==> config.mk <==
export PLATFORM = sky130hd
export DESIGN_NAME = cri_front
export DESIGN_NICKNAME = d
export VERILOG_FILES = /design/src/design/cri_pkg.sv /design/src/design/cri_front.sv
export SDC_FILE = /design/constraint.sdc
export NUM_CORES = 1
export LEC_CHECK = 0
export BUFFER_PORTS_ARGS = -buffer_cell sky130_fd_sc_hd__buf_2
export CAP_MARGIN = 20
export CORE_UTILIZATION = 40
export CTS_BUF_LIST = sky130_fd_sc_hd__clkbuf_4 sky130_fd_sc_hd__clkbuf_8 sky130_fd_sc_hd__clkbuf_16
export CTS_CLUSTER_DIAMETER = 150
export CTS_CLUSTER_SIZE = 20
export DETAILED_ROUTE_END_ITERATION = 8
export SYNTH_ARGS = -nofsm -noshare
export SYNTH_HDL_FRONTEND = slang
export SYNTH_SLANG_ARGS = --single-unit
==> constraint.sdc <==
create_clock -name clk_i -period 3.7 [get_ports clk_i]
set_clock_uncertainty 0.2 [all_clocks]
set_input_delay 0.555 -clock clk_i [delete_from_list [all_inputs] [get_ports clk_i]]
set_output_delay 0.555 -clock clk_i [all_outputs]
set_load 0.02 [all_outputs]
==> src/design/cri_pkg.sv <==
// ----------------------------------------------------------------------------
// cri_pkg: shared types and constants of the contour raster interpolator
// Field widths, register indexes and reset values, payload structs.
// ----------------------------------------------------------------------------
package cri_pkg;

  localparam int ELEV_W     = 32;
  localparam int IDX_W      = 12;
  localparam int GRID_W     = 7;
  localparam int STEP_W     = 24;
  localparam int CFG_ADDR_W = 3;
  localparam int CFG_DATA_W = 32;

  localparam int DEF_MAX_COLUMNS = 64;
  localparam int DEF_MAX_ROWS    = 64;

  localparam int QUEUE_DEPTH = 2;

  localparam logic [CFG_ADDR_W-1:0] REG_GRID_COLUMNS = 3'd0;
  localparam logic [CFG_ADDR_W-1:0] REG_GRID_ROWS    = 3'd1;
  localparam logic [CFG_ADDR_W-1:0] REG_NODATA_VALUE = 3'd2;
  localparam logic [CFG_ADDR_W-1:0] REG_STEP_X       = 3'd3;
  localparam logic [CFG_ADDR_W-1:0] REG_STEP_Y       = 3'd4;
  localparam logic [CFG_ADDR_W-1:0] REG_STEP_DIAG    = 3'd5;

  localparam logic [GRID_W-1:0] RST_GRID      = 7'd64;
  localparam logic [ELEV_W-1:0] RST_NODATA    = 32'hFFD8_F100; // -9999.0 in Q23.8
  localparam logic [STEP_W-1:0] RST_STEP_AXIS = 24'd256;
  localparam logic [STEP_W-1:0] RST_STEP_DIAG = 24'd362;

  typedef enum logic {
    OP_LOAD = 1'b0,
    OP_READ = 1'b1
  } op_e;

  typedef struct packed {
    op_e                      operation;
    logic signed [ELEV_W-1:0] elevation;
  } in_item_t;

  typedef struct packed {
    logic signed [ELEV_W-1:0] surface_value;
    logic [IDX_W-1:0]         cell_index;
    logic                     last_cell;
  } out_item_t;

  typedef struct packed {
    logic [GRID_W-1:0] grid_columns;
    logic [GRID_W-1:0] grid_rows;
    logic [ELEV_W-1:0] nodata_value;
    logic [STEP_W-1:0] step_x;
    logic [STEP_W-1:0] step_y;
    logic [STEP_W-1:0] step_diag;
  } cfg_t;

  typedef struct packed {
    logic busy;
  } back_status_t;

endpackage

==> src/design/cri_front.sv <==
// ----------------------------------------------------------------------------
// cri_front: input side of the interpolator
// Takes transactions and holds them in a short queue for the back end.
// ----------------------------------------------------------------------------
module cri_front (
  input  logic              clk_i,
  input  logic              rst_ni,
  input  logic              in_valid_i,
  output logic              in_ready_o,
  input  cri_pkg::in_item_t in_data_i,
  output logic              q_valid_o,
  input  logic              q_ready_i,
  output cri_pkg::in_item_t q_item_o
);

  localparam int PW = (cri_pkg::QUEUE_DEPTH > 1) ? $clog2(cri_pkg::QUEUE_DEPTH) : 1;
  localparam int CNTW = $clog2(cri_pkg::QUEUE_DEPTH + 1);

  cri_pkg::in_item_t slot_q [cri_pkg::QUEUE_DEPTH];
  logic [PW-1:0]     wr_ptr_q, rd_ptr_q;
  logic [CNTW-1:0]   cnt_q;
  logic              push, pop;

  assign in_ready_o = (cnt_q != CNTW'(cri_pkg::QUEUE_DEPTH));
  assign q_valid_o  = (cnt_q != '0);
  assign q_item_o   = slot_q[rd_ptr_q];
  assign push       = in_valid_i && in_ready_o;
  assign pop        = q_valid_o && q_ready_i;

  function automatic logic [PW-1:0] ptr_inc(input logic [PW-1:0] p);
    if (p == PW'(cri_pkg::QUEUE_DEPTH - 1)) begin
      return '0;
    end
    return p + PW'(1);
  endfunction

  always_ff @(posedge clk_i) begin
    if (push) begin
      slot_q[wr_ptr_q] <= in_data_i;
    end
  end

  always_ff @(posedge clk_i or negedge rst_ni) begin
    if (!rst_ni) begin
      wr_ptr_q <= '0;
      rd_ptr_q <= '0;
      cnt_q    <= '0;
    end else begin
      if (push) begin
        wr_ptr_q <= ptr_inc(wr_ptr_q);
      end
      if (pop) begin
        rd_ptr_q <= ptr_inc(rd_ptr_q);
      end
      if (push && !pop) begin
        cnt_q <= cnt_q + CNTW'(1);
      end else if (pop && !push) begin
        cnt_q <= cnt_q - CNTW'(1);
      end
    end
  end

endmodule

### Word-level counts from Yosys, hierarchy flattened

Memory sizes are Yosys's and may differ from the RTL's.
Index checks and enable logic that the tools add are counted.

| word-level totals | value |
|---|---|
| register bits after elaboration | 4 |
| RAM bits | 66 |
| input bits | 37 |
| output and inout bits | 35 |
| word-level logic and storage cells | 29 |
| memories kept | 1 |

| operators by class | value |
|---|---|
| $add $sub $neg | 4 |
| equal/unequal tests | 1 |
| multiplexer cells | 12 |
| reductions and logical operators | 8 |

Memories:

| memory | words | bits a word | rd ports | clocked after memory_dff | wr ports | RTL line | RTL |
|---|---|---|---|---|---|---|---|
| slot_q | 2 | 33 | 1 | 0 | 1 | cri_front.sv:19 | `cri_pkg::in_item_t slot_q [cri_pkg::QUEUE_DEPTH];` |

Operators with widths:

| kind | count |
|---|---|
| 1-bit two-way mux | 10 |
| 1-bit logical AND | 4 |
| 2-bit two-way mux | 2 |
| 2-bit nonzero test | 2 |
| 1-bit adder, second input constant | 2 |
| 2-bit by 1-bit adder with 2-bit output, second input constant | 1 |
| 1-bit zero test | 2 |
| 2-bit != test, second input constant | 1 |
| 2-bit by 1-bit subtractor with 2-bit output, second input constant | 1 |

### Depth between registers and ports, before layout

| logic depth | value |
|---|---|
| depth in word-level cells | 6 |
| mapped depth | 7 |
| depth with buffers taken out | 7 |

### Least setup slack after synthesis

No wires, ideal clock.

| timing path | value |
|---|---|
| path kind | register to register |
| from | register cnt_q[0] |
| to | memory slot_q[0][0] in the netlist's numbering, enable pin |
| setup time | 0.423 ns |
| data arrival time | 2.195 ns |
| data required time | 3.077 ns |
| path slack | 0.882 ns |
| stages on the path, launching flop included | 4 |
| path buffers | 0 |
| clock period less this slack | 2.818 ns |
| cells stage by stage | dfrtp_1 > nand2b_1 > nand2_1 > nor2_1 |

| on the way | value |
|---|---|
| word-level cells in the longest chain between the ends | 4 |

Ends and longest elaborated chain:

| element | RTL line | RTL |
|---|---|---|
| start, declared | cri_front.sv:21 | `logic [CNTW-1:0] cnt_q;` |
| start signal, assigned | cri_front.sv:56 | `cnt_q <= cnt_q + CNTW'(1);` |
| start signal, assigned | cri_front.sv:58 | `cnt_q <= cnt_q - CNTW'(1);` |
| 2-bit != test | cri_front.sv:24 | `assign in_ready_o = (cnt_q != CNTW'(cri_pkg::QUEUE_DEPTH));` |
| via in_ready_o | cri_front.sv:9 | `output logic in_ready_o,` |
| 1-bit logical AND | cri_front.sv:27 | `assign push = in_valid_i && in_ready_o;` |
| 1-bit two-way mux | cri_front.sv:38 | `if (push) begin` |
| 1-bit two-way mux (not written as such) | cri_front.sv:39 | `slot_q[wr_ptr_q] <= in_data_i;` |
| end, declared | cri_front.sv:19 |  |

The timed path passes the listed nets, and every way through them passes these cells.

==> reports/summary.txt <==
Outcome = completed
Fmax = 365 MHz
CTS resizes = 0
Post-route setup TNS = 0 ps
Synthesized flop and latch total = 70
Share of cells above drive strength 1 = 0.590
Initial Util = 0.422
Commonest non-fill, non-tap cell in the layout = buf_2
Crit end category = output port
Final hold violation count = 0
Worst EP required = 2940 ps
Critical path class = reg -> out
YS warnings = 0
Cell Pwr Density = 821 nW/um^2
Slew HR = 0.304
Sequential fraction of the synthesis area = 0.763
Syn Nets = 159
Max Slew Vio Count = 0
Clk sinks = 70
Full die area = 7150 um^2
WL/cell = 15.6 um
Post-CTS Setup Inserts = 0
Largest net degree at the start of global routing = 35
Initial DRC count = 31
Pre-CTS setup slack = 1280 ps
Leakage = 0.00134 uW
Worst skew pair latency = 320 ps
Power, Total = 2720 uW
Synth Cell Area = 2730 um^2
Via/cell ratio = 4.59
H-tree depth = 3
Nets@finish = 238
N_diodes = 0
Worst Hold Class = in -> reg
Die Y = 84.6 um
Die Wd = 84.6 um
RSZ-0062 raised after global routing = false
Synth unique cells = 15
Final WS setup = 963 ps
Row count = 29
DRC violations left = 0
Initial antenna violation count = 0
Top Ports = 72
Worst-path clk slew = 70 ps
Tightest Pin Transition = 1040 ps
Routability cong. = 0.637
Final min period = 2740 ps
Max_cap viols = 0
Post-CTS Hold Buffers = 1
Fin crit share = 0.740
CP Launch Type = flip-flop
Post-DP HPWL = 2.87 mm
Peak supply drop = 0.000376 V
Vias = 1294
TritonRoute pass-1 iters = 6
Vias in the first global route = 1506
P&R area growth vs syn = 21.6%
Mean Syn Cell Area = 22.5 um^2
Port Buf Inserts = 71
GR Overflow Total = 0
Total wire length = 4.40 mm
CTS buffer count = 9
Global-route wire length before repair = 7.09 mm
Clock root buffer = clkbuf_8
Tot GR Track Use = 0.135
# fillers = 568
Core footprint = 6460 um^2
Most frequent cells in the layout = buf_2, edfxtp_1, mux2_4
Post-Synthesis Cells = 121
Post-DRT Antenna Nets = 0
CTS tree = built
Count of final setup violators = 0
CP arrival = 1980 ps
CTS max path bufs = 2
Crit Path Max Fanout = 34
==> logic make-up (layout without fill, tap and decap cells) <==
logic type | after synthesis | count (layout) | share of synthesized area
muxes | 33 | 33 | 0.176
adders and majority gates | 1 | 1 | 0.00459
xor gates and xnor gates | 5 | 5 | 0.0161
DFF | 70 | 70 | 0.763
and+or+nand+nor | 7 | 7 | 0.0124
buffers and inverters | 5 | 89 | 0.0275
==> cells in the mapped netlist <==
master     n  share of area
edfxtp_1  66           0.73
mux2_4    29           0.16
dfrtp_1    4          0.037
mux2_2     4          0.017
buf_12     3          0.022
xnor2_1    3         0.0096
nand2_1    2         0.0028
nor2_1     2         0.0028
xor2_1     2         0.0064
and3_1     1         0.0023
buf_6      1         0.0041
ha_1       1         0.0046
inv_1      1         0.0014
nand2b_1   1         0.0023
or2_1      1         0.0023
==> flip-flops by register name (all words and copies together) (netlist names) <==
signal / flops
slot_q: 66
cnt_q: 2
wr_ptr_q: 1
rd_ptr_q: 1
==> worst paths after layout <==
| kind | start | slack [ps] | depth (start not counted) | to |
|---|---|---|---|---|
| min reg2reg | cnt_q[1] | 320 | 1 | cnt_q[1] |
| max | rd_ptr_q | 960 | 2 | q_item_o[12] |
| min in group asynchronous | rst_ni | 380 | 2 | cnt_q[0] |
| min | in_data_i[9] | 220 | 1 | slot_q[1][9] |
| max reg2reg | cnt_q[0] | 1620 | 3 | slot_q[0][32] |
| max in group asynchronous | rst_ni | 2780 | 2 | rd_ptr_q |
==> worst max-delay path, cell delays in order (launching register included) <==
cell and delay (ps):
dfrtp_2 1040, mux2_2 420, buf_2 160
==> through the flow <==
step	std cells	cell area, um^2	util	hold WS (ps)
floorplan	121	2730	-	59.4
global placement	265	3120	0.483	161
detailed placement	265	3120	0.483	169
CTS	282	3320	0.514	201
global route	282	3320	0.514	202
finish	282	3320	0.514	216
==> routing by layer <==
layer	part of all wire	up-vias	global-route usage
met4	0.015	0	0.0740
met1	0.41	619	0.151
li1	-	623	-
met2	0.52	44	0.239
met5	0	-	0
met3	0.048	8	0.0315
==> area by class of cell <==
class / instances / area [um^2] / share of cell area
clock inverter: 5 / 50.0 / 0.0151
multi-input combinational: 46 / 579 / 0.175
timing repair buffer: 72 / 365 / 0.110
inverter: 1 / 3.75 / 0.00113
sequential: 70 / 2080 / 0.628
tap: 77 / 96.3 / 0.0290
clock buffer: 11 / 139 / 0.0419
==> where the power goes <==
part | internal (uW) | switching [uW]
clock network | 321 | 253
registers | 1090 | 157
logic | 439 | 463
Power figures use the tool's default switching activity.
